===== src/sv/ilse_pkg.sv =====
`default_nettype none
package ilse_pkg;
  localparam int NCH       = 5;
  localparam int NORM_BITS = 13;
  localparam int NORM_MAX  = 8191;
  localparam int LOST_TH   = 280;
  localparam int COMP_TH   = 500;
  localparam int LOST_ERR  = 500;
  // Rounds summed per result; a power of two so the average is a shift.
  localparam int ROUNDS_PER_RESULT = 8;

  localparam logic [2:0] CFG_MAX_MIDDLE     = 3'd0;
  localparam logic [2:0] CFG_MAX_LEFT       = 3'd1;
  localparam logic [2:0] CFG_MAX_RIGHT      = 3'd2;
  localparam logic [2:0] CFG_MAX_VERT_LEFT  = 3'd3;
  localparam logic [2:0] CFG_MAX_VERT_RIGHT = 3'd4;

  typedef enum logic [3:0] {
    ST_ACC, ST_NORM_START, ST_NORM_WAIT, ST_H1, ST_H1W, ST_H2, ST_H2W,
    ST_V1, ST_V1W, ST_V2, ST_V2W, ST_COMP, ST_COMPW, ST_BLEND, ST_OUT
  } state_t;
endpackage
`default_nettype wire


===== src/sv/ilse_div.sv =====
`default_nettype none
// Unsigned restoring divider, one quotient bit per cycle.
module ilse_div import ilse_pkg::*; #(
  parameter int W = 32
) (
  input  wire  logic         clk,
  input  wire  logic         rst,
  input  wire  logic         start,
  input  wire  logic [W-1:0] dividend,
  input  wire  logic [W-1:0] divisor,
  output logic               busy,
  output logic [W-1:0]       quotient
);
  localparam int CW = $clog2(W + 1);
  logic [W-1:0]  rem;
  logic [W-1:0]  quo;
  logic [W-1:0]  dvs;
  logic [CW-1:0] cnt;
  logic [W:0]    trial;

  assign trial    = {rem, quo[W-1]} - {1'b0, dvs};
  assign quotient = quo;

  always_ff @(posedge clk) begin
    if (rst) begin
      busy <= 1'b0;
      cnt  <= '0;
    end else if (start) begin
      busy <= 1'b1;
      cnt  <= CW'(W);
      rem  <= '0;
      quo  <= dividend;
      dvs  <= divisor;
    end else if (busy) begin
      if (trial[W]) begin
        rem <= {rem[W-2:0], quo[W-1]};
        quo <= {quo[W-2:0], 1'b0};
      end else begin
        rem <= trial[W-1:0];
        quo <= {quo[W-2:0], 1'b1};
      end
      cnt <= cnt - 1'b1;
      if (cnt == CW'(1)) busy <= 1'b0;
    end
  end
endmodule
`default_nettype wire


===== config.mk =====
export PLATFORM = sky130hd
export DESIGN_NAME = ilse_div
export DESIGN_NICKNAME = d
export VERILOG_FILES = /design/src/sv/ilse_pkg.sv /design/src/sv/ilse_div.sv
export SDC_FILE = /design/constraint.sdc
export NUM_CORES = 1
export LEC_CHECK = 0
export ABC_AREA = 1
export CORE_MARGIN = 3
export CORE_UTILIZATION = 26
export CTS_CLUSTER_DIAMETER = 60
export DETAILED_ROUTE_END_ITERATION = 12
export DONT_BUFFER_PORTS = 1
export GPL_TIMING_DRIVEN = 0
export SLEW_MARGIN = 15
export SYNTH_ARGS = -nofsm -noshare
export SYNTH_HDL_FRONTEND = slang
export SYNTH_SLANG_ARGS = --single-unit

===== constraint.sdc =====
create_clock -name clk -period 4.7 [get_ports clk]
set_clock_uncertainty 0.1 [all_clocks]
set_input_delay 0.47 -clock clk [delete_from_list [all_inputs] [get_ports clk]]
set_output_delay 0.47 -clock clk [all_outputs]
set_load 0.02 [all_outputs]

==> reports/qor.tcl <==
set qor(min_delay_path_depth) 1
set qor(synth_area_mm2) 0.00694
set qor(timing.critical_path.required_ns) 4.72
set qor(root_buffer) {sky130_fd_sc_hd__clkbuf_16}
set qor(die_x_um) 169
set qor(synth.yosys.warnings) 0
set qor(fin_tns_setup_ns) 0
set qor(slew_viol_final) 0
set qor(final_util_pct) 29.8
set qor(first_global_vias) 5350
set qor(stdcell_count) 1314
set qor(p_sw_share_pct) 35.2
set qor(vias) 5688
set qor(synth.area.top_cells) {sky130_fd_sc_hd__edfxtp_1 (42%), sky130_fd_sc_hd__nand2_1 (22%), sky130_fd_sc_hd__inv_1 (8.6%)}
set qor(synth.avg_cell_area_um2) 7.22
set qor(hold_viol_final) 0
set qor(grt_first_pass_wirelength_mm) 27.5
set qor(final_net_count) 1076
set qor(pwr-share-clk_pct) 29.5
set qor(crit_path_start_kind) {flip-flop}
set qor(worst_r2r_endpoint) {rem[14]$_SDFFCE_PP0P_}
set qor(grt.total_usage_pct) 12.0
set qor(setup_viol_count_final) 0
set qor(die-height_um) 169
set qor(post_cts_resize_count) 0
set qor(whs_endpoint) {busy$_SDFF_PP0_}
set qor(grt-ovfl-total) 0
set qor(outcome) {finished, final reports clean}
set qor(worst_hold_path_type) {in2reg}
set qor(synth_most_common_cell) {sky130_fd_sc_hd__nand2_1}
set qor(firstDrtPassIters) 5
set qor(p_leak_nw) 3.92
set qor(powerDensity_mw_per_mm2) 361
set qor(largest_net_degree_at_the_start_of_global_routing) 26
set qor(worst_slew_margin_rel_pct) 51.1
set qor(die-area_mm2) 0.0287
set qor(clock_tree.buffer_depth) 2
set qor(hold_buffers) 0
set qor(int_power_mw) 1.82
set qor(top_level_ports) 100
set qor(instance_count_of_the_mapped_netlist) 960
set qor(detail-route-antenna-nets) 0
set qor(timing.reg2reg.setup_slack_ns) 1.71
set qor(end_kind) {flip-flop}
set qor(worst_hold_startpoint) {rst}
set qor(r2r-start) {quotient[31]$_DFFE_PP_}
set qor(cts_post_setup_buffers_inserted) 0
set qor(worst_pin_slew_ns) 0.731
set qor(power.total_mw) 2.81
set qor(cts_sinks) 103
set qor(power.share.combinational_pct) 28.8
set qor(crit_path_category) {reg2reg}
set qor(netlist.top_cell.by_area) {sky130_fd_sc_hd__edfxtp_1}
set qor(seq_power_share_pct) 41.7
set qor(post-route-period-util_pct) 63.7
set qor(rr_worst_depth) 18
set qor(drc) 0
set qor(cts_tree) {built}
set qor(synth.net_count) 1062
set qor(cp_data_arrival_time_ns) 3.01
set qor(wl_mm) 16.9
set qor(worst_skew_pair.late_latency_ns) 0.37
set qor(grt_antenna_before_repair) 1
set qor(half_perimeter_wire_length_after_placement_mm) 13.7
set qor(drt-wirelength-per-cell_um) 12.9
set qor(power.net_switching_mw) 0.989
set qor(synth.ff_latch_count) 103
set qor(n_antenna_cell) 0
set qor(drt_iter0_markers) 376
set qor(seq_area_frac_synth_pct) 43.6
set qor(synth.distinct_cells) 35
set qor(synth_async_sr_flop_share_pct) 0
set qor(yosys.area.top_type_share_pct) 41.6
set qor(rsz0062_at_grt) {false}
set qor(number_of_vias_per_cell) 4.33
set qor(final.min_clock_period_ns) 2.99
set qor(clk_pin_slew_worst_paths_ns) 0.08
set qor(max-vdd-ir-drop_mv) 0.197
set qor(gpl.final_weighted_congestion) 0.895
set qor(maxCapViolCount) 0
set qor(timing.fmax_ghz) 0.334
set qor(count_of_standard_cell_rows) 59
set qor(dominantRegCellSynth) {sky130_fd_sc_hd__edfxtp_1}
set qor(placement.io_buffers) 0
set qor(netlist_top_cells_count) {sky130_fd_sc_hd__nand2_1 (404), sky130_fd_sc_hd__inv_1 (159), sky130_fd_sc_hd__nor2_1 (110), sky130_fd_sc_hd__edfxtp_1 (96), sky130_fd_sc_hd__ha_1 (34)}
set qor(core_mm2) 0.0261
set qor(worstSetupStartpoint) {quotient[31]$_DFFE_PP_}
set qor(critPathMaxFanout) 10
set qor(tritoncts.num_buffers) 9
set qor(area.growth.synth_to_final_pct) 12.1
set qor(synth-edff-count) 96
set qor(dpl.cell_count) 1298
set qor(floorplan.initialDensity_pct) 26.5
set qor(ctsHtreeMaxLevel) 3
set qor(layout-drive-gt1-share_pct) 5.72
-- layout make-up --
cell class / count / area [um2]
fillers: 2893 / 18400
multi-input cells: 672 / 3200
flip-flops and latches: 103 / 3020
inverters: 169 / 634
well taps: 335 / 419
clock buffers: 9 / 225
clock inverters: 7 / 97.6
plain buffers: 16 / 97.6
repair buffers: 3 / 82.6
-- power groups by stage --
stage	Combinational (mW)	Sequential [mW]	Clock, mW
2_1_floorplan	0.624	1.18	0
6_report	0.808	1.17	0.830
5_1_grt	0.934	1.18	0.891
3_3_place_gp	0.795	1.19	0
4_1_cts	0.816	1.17	0.854
3_5_place_dp	0.813	1.19	0
-- layout by cell type, fill, tap and decap left out, drive strengths merged, types with 3 or more instances in the layout --
cell    instances
a21oi          24
dfxtp           7
o21ai           4
buf             9
ha             34
inv           172
edfxtp         96
clkbuf         19
nand2         416
nand3          29
nor2          114
xor2           14
nand3b          9
clkinv          3
nor3            6
nand4           6
-- flip-flops by register name (all words and copies together), names as in the netlist --
| register | cells |
|---|---|
| dvs | 32 |
| quotient | 32 |
| rem | 32 |
| cnt | 6 |
| busy | 1 |
-- cells by family after synthesis --
group                    count (synthesis)  synth area share, %
AND/OR/NAND/NOR                        588                 34.7
buffers and inverters                  185                 10.6
flip-flops                             103                 43.6
adder cells (fa/ha/maj)                 35                 6.42
AO/OA/AOI/OAI                           33                 2.72
XOR/XNOR                                16                 2.02
-- worst max-delay path: stages (launching register included) --
cell,delay [ns]
sky130_fd_sc_hd__edfxtp_1,0.55
sky130_fd_sc_hd__inv_1,0.09
sky130_fd_sc_hd__ha_1,0.24
sky130_fd_sc_hd__fa_1,0.42
sky130_fd_sc_hd__inv_1,0.12
sky130_fd_sc_hd__nand2_1,0.06
sky130_fd_sc_hd__nand2_1,0.10
sky130_fd_sc_hd__nand3_2,0.07
sky130_fd_sc_hd__nand2_2,0.13
sky130_fd_sc_hd__nand2_2,0.06
sky130_fd_sc_hd__nand2_2,0.12
sky130_fd_sc_hd__nand2_4,0.09
sky130_fd_sc_hd__nand2_4,0.08
sky130_fd_sc_hd__nand2_4,0.05
sky130_fd_sc_hd__nand2_4,0.13
sky130_fd_sc_hd__buf_6,0.17
sky130_fd_sc_hd__nand2_1,0.06
sky130_fd_sc_hd__nand2_1,0.05
sky130_fd_sc_hd__nor2_1,0.04
-- layer usage --
| metal | routed length [um] | share of wire (%) | track usage, % |
|---|---|---|---|
| met5 | 13 | 0.077 | 0 |
| met4 | 195 | 1.2 | 2.70 |
| met3 | 1240 | 7.3 | 3.80 |
| met2 | 7300 | 43 | 18.6 |
| met1 | 8160 | 48 | 16.4 |
-- stage by stage --
| step | cell area (um2) | worst slack, ns | hold WS, ns |
|---|---|---|---|
| floorplan | 6940 | 0.697 | 0.388 |
| global placement | 7350 | -0.862 | 0.402 |
| detailed placement | 7450 | 1.70 | 0.415 |
| CTS | 7770 | 1.68 | 0.0501 |
| global route | 7770 | 1.44 | 0.0563 |
| finish | 7770 | 1.71 | 0.0727 |
-- worst max-delay path by stage --
stage,endpoint,slack [ns]
2_1_floorplan,quotient[0]$_DFFE_PP_,0.70
3_3_place_gp,rem[16]$_SDFFCE_PP0P_,-0.86
3_5_place_dp,rem[11]$_SDFFCE_PP0P_,1.70
4_1_cts,rem[11]$_SDFFCE_PP0P_,1.68
5_1_grt,rem[11]$_SDFFCE_PP0P_,1.44
6_report,rem[14]$_SDFFCE_PP0P_,1.71
No activity file was read; power rests on OpenSTA's default activity.
