[config.mk]
export PLATFORM = sky130hd
export DESIGN_NAME = ilse_lane
export DESIGN_NICKNAME = d
export VERILOG_FILES = /design/src/sv/ilse_pkg.sv /design/src/sv/ilse_div.sv /design/src/sv/ilse_lane.sv
export SDC_FILE = /design/constraint.sdc
export NUM_CORES = 1
export LEC_CHECK = 0
export ABC_AREA = 1
export BUFFER_PORTS_ARGS = -buffer_cell sky130_fd_sc_hd__buf_2
export CAP_MARGIN = 20
export CORE_MARGIN = 2
export CORE_UTILIZATION = 45
export DETAILED_ROUTE_END_ITERATION = 12
export GPL_TIMING_DRIVEN = 0
export HOLD_SLACK_MARGIN = 0.08
export PLACE_DENSITY = 0.58
export SLEW_MARGIN = 5
export SYNTH_ARGS = -nofsm -noshare
export SYNTH_HDL_FRONTEND = slang
export SYNTH_SLANG_ARGS = --single-unit
[constraint.sdc]
create_clock -name clk -period 11.05 [get_ports clk]
set_input_delay 0.5525 -clock clk [delete_from_list [all_inputs] [get_ports clk]]
set_output_delay 0.5525 -clock clk [all_outputs]
set_load 0.1 [all_outputs]
[src/sv/ilse_pkg.sv]
`default_nettype none
package ilse_pkg;
  localparam int NCH       = 5;
  localparam int NORM_BITS = 13;
  localparam int NORM_MAX  = 8191;
  localparam int LOST_TH   = 280;
  localparam int COMP_TH   = 500;
  localparam int LOST_ERR  = 500;
  // Rounds summed per result; a power of two so the average is a shift.
  localparam int ROUNDS_PER_RESULT = 8;

  localparam logic [2:0] CFG_MAX_MIDDLE     = 3'd0;
  localparam logic [2:0] CFG_MAX_LEFT       = 3'd1;
  localparam logic [2:0] CFG_MAX_RIGHT      = 3'd2;
  localparam logic [2:0] CFG_MAX_VERT_LEFT  = 3'd3;
  localparam logic [2:0] CFG_MAX_VERT_RIGHT = 3'd4;

  typedef enum logic [3:0] {
    ST_ACC, ST_NORM_START, ST_NORM_WAIT, ST_H1, ST_H1W, ST_H2, ST_H2W,
    ST_V1, ST_V1W, ST_V2, ST_V2W, ST_COMP, ST_COMPW, ST_BLEND, ST_OUT
  } state_t;
endpackage
`default_nettype wire

[src/sv/ilse_div.sv]
`default_nettype none
// Unsigned restoring divider, one quotient bit per cycle.
module ilse_div import ilse_pkg::*; #(
  parameter int W = 32
) (
  input  wire  logic         clk,
  input  wire  logic         rst,
  input  wire  logic         start,
  input  wire  logic [W-1:0] dividend,
  input  wire  logic [W-1:0] divisor,
  output logic               busy,
  output logic [W-1:0]       quotient
);
  localparam int CW = $clog2(W + 1);
  logic [W-1:0]  rem;
  logic [W-1:0]  quo;
  logic [W-1:0]  dvs;
  logic [CW-1:0] cnt;
  logic [W:0]    trial;

  assign trial    = {rem, quo[W-1]} - {1'b0, dvs};
  assign quotient = quo;

  always_ff @(posedge clk) begin
    if (rst) begin
      busy <= 1'b0;
      cnt  <= '0;
    end else if (start) begin
      busy <= 1'b1;
      cnt  <= CW'(W);
      rem  <= '0;
      quo  <= dividend;
      dvs  <= divisor;
    end else if (busy) begin
      if (trial[W]) begin
        rem <= {rem[W-2:0], quo[W-1]};
        quo <= {quo[W-2:0], 1'b0};
      end else begin
        rem <= trial[W-1:0];
        quo <= {quo[W-2:0], 1'b1};
      end
      cnt <= cnt - 1'b1;
      if (cnt == CW'(1)) busy <= 1'b0;
    end
  end
endmodule
`default_nettype wire

[src/sv/ilse_lane.sv]
`default_nettype none
// One sensor channel: accumulate samples, then average and normalize.
module ilse_lane import ilse_pkg::*; #(
  parameter int SAMPLE_BITS = 12,
  parameter int SUM_BITS    = 15,
  parameter int RSH         = 3
) (
  input  wire  logic                   clk,
  input  wire  logic                   rst,
  input  wire  logic                   add,
  input  wire  logic [SAMPLE_BITS-1:0] sample,
  input  wire  logic                   start,
  input  wire  logic [11:0]            maxv,
  output logic                         busy,
  output logic [NORM_BITS-1:0]         norm
);
  localparam int DW = 32;
  logic [SUM_BITS-1:0] sum;
  logic [DW-1:0]       avg;
  logic [DW-1:0]       lo;
  logic [DW-1:0]       quo;
  logic                neg;
  logic                neg_r;
  logic [DW-1:0]       num;
  logic [DW-1:0]       den;
  logic                dbusy;

  assign avg = DW'(sum >> RSH);
  assign lo  = DW'((32'(maxv) * 32'd3277) >> 16);  // maxv / 20 for 12 bits
  assign neg = avg < lo;
  assign num = 32'd1000 * (neg ? (lo - avg) : (avg - lo));
  assign den = 32'd1000 - lo;

  always_ff @(posedge clk) begin
    if (rst) begin
      sum   <= '0;
      neg_r <= 1'b0;
    end else begin
      if (add) sum <= sum + SUM_BITS'(sample);
      if (start) begin
        sum   <= '0;
        neg_r <= neg;
      end
    end
  end

  ilse_div #(.W(DW)) u_div (
    .clk, .rst, .start, .dividend(num), .divisor(den), .busy(dbusy), .quotient(quo)
  );
  assign busy = dbusy;

  always_comb begin
    if (neg_r || quo == '0) norm = NORM_BITS'(1);
    else if (quo > DW'(NORM_MAX)) norm = NORM_BITS'(NORM_MAX);
    else norm = quo[NORM_BITS-1:0];
  end
endmodule
`default_nettype wire

==> results of run 1 <==
## worst paths after layout
path                start                  to  slack, ps  cells after the start
setup / recovery  maxv[3]  u_div.quotient[31]        680                     51
hold reg to reg    sum[0]              sum[0]        470                      2
hold / removal     sum[0]              sum[0]        470                      2
setup reg to reg   sum[3]  u_div.quotient[31]       4650                     25
## worst max-delay path: cells and delay by family
family	cells	cell delay, ps
XOR/XNOR	2	530
AND/OR/NAND/NOR	22	2190
adder cells (fa/ha/maj)	12	5140
buffers and inverters	9	860
AO/OA/AOI/OAI	6	1190
## per-stage QoR
stage	utilization, %	worst slack (ps)	area, sq um	TNS [ps]
after global placement	48.0	-500	12400	-4280
after CTS	49.2	13.5	12700	0
after detailed placement	48.0	-597	12400	-5610
after floorplan	-	1090	11800	0
after global routing	49.9	-37.8	12900	-37.8
final	49.9	683	12900	0
## state kept, by name, summed over array words and instances, names as in the netlist
name            flops
u_div.dvs           9
neg_r               1
u_div.cnt           6
u_div.quotient     32
u_div.rem          32
sum                15
u_div.busy          1
## cell families after synthesis
kind of cell | share of synthesized area [%]
compound gates | 12.0
xor+xnor | 6.05
fa+ha+maj | 31.3
buf+inv | 11.5
flops | 22.4
simple gates | 16.7
## placed cells by master (no fill, tap or decap), types with 10 or more instances in the layout
cell type  instances
ha_1             165
buf_4             13
nand3_1           40
fa_1              81
nand4_1           17
clkbuf_1          17
nor3_1            13
inv_1            319
o21ai_0           67
xnor2_1           24
nand2_2           10
nand2_1          235
buf_2             43
xor2_1            46
o21ai_1           11
nor2_1           111
a21oi_1          122
edfxtp_1          73
dfxtp_1           23
## per-layer routing
layer	track usage, %	vias to the layer above
met5	0	-
met4	3.18	0
met3	2.55	20
met2	32.1	127
met1	28.5	4408
li1	-	4902
## what timing repair did
item | CTS | global route
pin swaps | 0 | 6
setup buffers | 0 | 12
endpoints found under the setup margin | 8 | 16
resized for setup | 3 | 19
## cell type report
type / instances / area [sq um]
buffer: 24 / 118
clock buffer: 9 / 225
clock inverter: 7 / 53.8
fill: 2526 / 13000
inverter: 329 / 1240
multi-input combinational: 1038 / 7930
sequential: 96 / 2650
tap: 335 / 419
timing repair buffer: 51 / 285
==> metrics.yaml, run 1 <==
floorplan:
  die_h_microns: 166
  die_w_microns: 166
  dieArea_sq_mm: 0.0276
  start_util_pct: 45.6
  fp-row-count: 59
  io_pins: 42
  core_sq_mm: 0.0259
worst_setup_path:
  cp_common_cell: "nand2_1"
  slowest_delay_ps: 540
  arrival_ps: 10480
  crit_fanout: 10
  end_kind: "flop"
  crit_slowest_cell: "fa_1"
  crit_path_start_kind: "primary input"
  worst_ep_required_time_ps: 11160
  crit_type: "primary input to flop"
route:
  drcViolationCount: 0
  wl_per_cell_microns: 14.0
  route.met3.wl_microns: 760
  num_vias: 9457
  drtPass1Iterations: 5
  wl_met1_mm: 13.5
  top_layer: "met4"
  wl_met2_mm: 11.9
  drt_iter0_markers: 595
  wl_mm: 26.4
  antenna_left: 0
  vias_per_cell: 5.01
sta:
  hold_viol: 0
  worstMarginPinSlew_ps: 894
  hold-worst-slack_ps: 474
  setup_violations: 0
  fmax_mhz: 96.5
  skew_ps: 13.0
  min_period_over_period_pct: 93.8
  fin_crit_ps: 10370
  slew_headroom_pct: 39.9
  drv_slew: 0
outcome:
  status: "finished clean"
placement:
  io_buffers: 39
  gp_congestion: 0.862
  placed_cells: 1861
  hpwl_mm: 21.8
logic_synthesis:
  yosysMostFrequentCell: "inv_1"
  yosysTopAreaCellShare_pct: 18.5
  yosysTopAreaCell: "edfxtp_1"
  ys_ff_latch: 96
  yosys-top-cells-area: "edfxtp_1 19%, ha_1 18%, fa_1 14%"
  syn-instance-count: 1487
  synthArstFlopShare_pct: 0
  yosysSeqAreaShare_pct: 22.4
  syn_nets: 1762
  synth-edff-count: 73
  netlist_area_sq_mm: 0.0118
  synth_flop_cell: "edfxtp_1"
  yosys_warnings: 0
  synthDistinctLibCells: 59
  yosys-top-cells-count: "320 x inv_1, 238 x nand2_1, 166 x ha_1"
  synth_area_per_cell_sq_um: 7.95
final_layout:
  nets: 1824
  antennaDiodeCount: 0
  syn_to_final_growth_pct: 9.27
  drive_gt1_share_pct: 8.56
  final_cell_count_no_fill: 1889
global_routing:
  groute.usage.overall_pct: 19.7
  grt_pass1_wl_mm: 44.7
  grt_overflow: 0
  antenna_found_initial: 0
  grt_pass1_vias: 9142
  grt_max_degree: 65
clocking:
  insertion_delay_ps: 360
  cts_tree: "done"
  cts_buffers: 9
  path_clk_slew_ps: 70
  clock_sinks: 96
  cts_max_path_buffers: 2
  htreeDepth: 3
  clockRootBuffer: "clkbuf_16"
  ctsHoldBuffers: 0
hold_path:
  hp-class: "flop to flop"
run:
  maxCapViolations: 0
Power of run 1 is not shown: default switching activity piles up to over one toggle a cycle in this logic, so the estimate is an artifact.
==> run 2: changes to the inputs <==
- REMOVE_ABC_BUFFERS: default -> 1
- clock period: 11.05 -> 10.53 ns (I/O delays scaled with it)
==> metrics.yaml, run 2 (synthesis results as in run 1) <==
floorplan:
  die_h_microns: 166
  start_util_pct: 45.6
  dieArea_sq_mm: 0.0276
  fp-row-count: 59
  io_pins: 42
  die_w_microns: 166
  core_sq_mm: 0.0259
worst_setup_path:
  slowest_delay_ps: 540
  cp_common_cell: "nand2_1"
  crit_slowest_cell: "fa_1"
  r2r-start: "sum[3]"
  rr_endpoint: "u_div.quotient[31]"
  crit_type: "primary input to flop"
  end_kind: "flop"
  reg2regPathDepth: 25
  worst_ep_required_time_ps: 10630
  arrival_ps: 10090
  crit_path_start_kind: "primary input"
  rrSetupSlack_ps: 4300
  crit_fanout: 7
placement:
  dpl-instance-area_sq_mm: 0.0124
  placed_cells: 1840
  hpwl_mm: 20.6
  io_buffers: 41
  gp_congestion: 0.837
hold_path:
  hp-class: "primary input to flop"
  hold_path_end: "u_div.cnt[5]"
  min_from: "rst"
  min_path_cells: 4
clocking:
  path_clk_slew_ps: 70
  htreeDepth: 3
  clockRootBuffer: "clkbuf_16"
  cts_tree: "done"
  cts_max_path_buffers: 2
  clock_sinks: 96
  insertion_delay_ps: 350
  ctsHoldBuffers: 0
  cts_buffers: 9
final_layout:
  antennaDiodeCount: 0
  mostFrequentLayoutCell: "inv_1"
  design_area_sq_mm: 0.0131
  final_cell_count_no_fill: 1874
  drive_gt1_share_pct: 10.7
  syn_to_final_growth_pct: 11.1
  final_cell_mix: "318 x inv_1, 234 x nand2_1, 155 x ha_1"
  nets: 1809
  fillCellCount: 2549
route:
  drcViolationCount: 0
  wl_per_cell_microns: 13.6
  vias_per_cell: 4.96
  drt_iter0_markers: 429
  drtPass1Iterations: 5
  antenna_left: 0
  wl_mm: 25.4
  num_vias: 9290
global_routing:
  grt_pass1_wl_mm: 43.1
  grt_overflow: 0
  grt_max_degree: 65
  antenna_found_initial: 0
  grt_pass1_vias: 9174
  groute.usage.overall_pct: 18.8
sta:
  slew_headroom_pct: 41.5
  skew_ps: 16.3
  setup_violations: 0
  worstMarginPinSlew_ps: 877
  fmax_mhz: 100
  hold_viol: 0
  fin_crit_ps: 9990
  min_period_over_period_pct: 94.9
  drv_slew: 0
run:
  maxCapViolations: 0
outcome:
  status: "finished clean"
## run 2: changes by cell type in the layout (fill, tap and decap cells not counted), sizes merged
| cell | previous run | this run |
|---|---|---|
| clkbuf | 26 | 9 |
| clkinvlp | 2 | 0 |
| buf | 58 | 59 |
| clkinv | 5 | 7 |
| nand2 | 247 | 248 |
## run 2: layout make-up
cell class / instances / area, sq um / area share [%]
Clock buffer: 9 / 225 / 1.72
Clock inverter: 7 / 66.3 / 0.505
Inverter: 329 / 1240 / 9.48
Multi-Input combinational cell: 1039 / 8180 / 62.3
Sequential cell: 96 / 2650 / 20.2
Tap cell: 335 / 419 / 3.19
Timing Repair Buffer: 59 / 340 / 2.59
## run 2: worst max-delay path by stage
stage	from	endpoint	slack [ps]	depth (start not counted)
finish	maxv[3]	u_div.quotient[31]	540	51
global route	maxv[3]	u_div.quotient[31]	-30	51
CTS	maxv[3]	u_div.quotient[30]	7	51
detailed placement	maxv[7]	u_div.quotient[31]	-1210	51
global placement	maxv[3]	u_div.quotient[30]	-1150	47
floorplan	maxv[2]	u_div.quotient[31]	530	50
## run 2: critical path, delay by kind of cell
kind / cells / cell delay (ps)
fa+ha+maj: 12 / 5370
compound gates: 5 / 700
buf+inv: 11 / 1000
xor+xnor: 2 / 390
simple gates: 21 / 2090
## run 2: routing by layer
metal | part of all wire [%] | vias to the layer above | track usage (%)
met5 | 0 | - | 0
met4 | 0.76 | 0 | 3.25
met3 | 2.6 | 11 | 2.17
met2 | 48 | 121 | 32.7
met1 | 49 | 4274 | 25.7
li1 | - | 4884 | -
## run 2: what timing repair did
item	in CTS	in global routing
gates resized for setup	15	52
setup endpoints to repair	17	17
cloned	0	1
pin swaps	6	13
setup buffers	10	7
## run 2: per-stage QoR
stage	setup slack (ps)	hold WS (ps)	setup TNS, ps	utilization, %
2_1_floorplan	525	444	0	-
3_3_place_gp	-1150	454	-14760	47.6
3_5_place_dp	-1210	475	-16020	47.7
4_1_cts	6.97	461	0	49.4
5_1_grt	-25.3	497	-25.3	50.7
6_report	540	474	0	50.7
Power of run 2 is left out for the same reason.
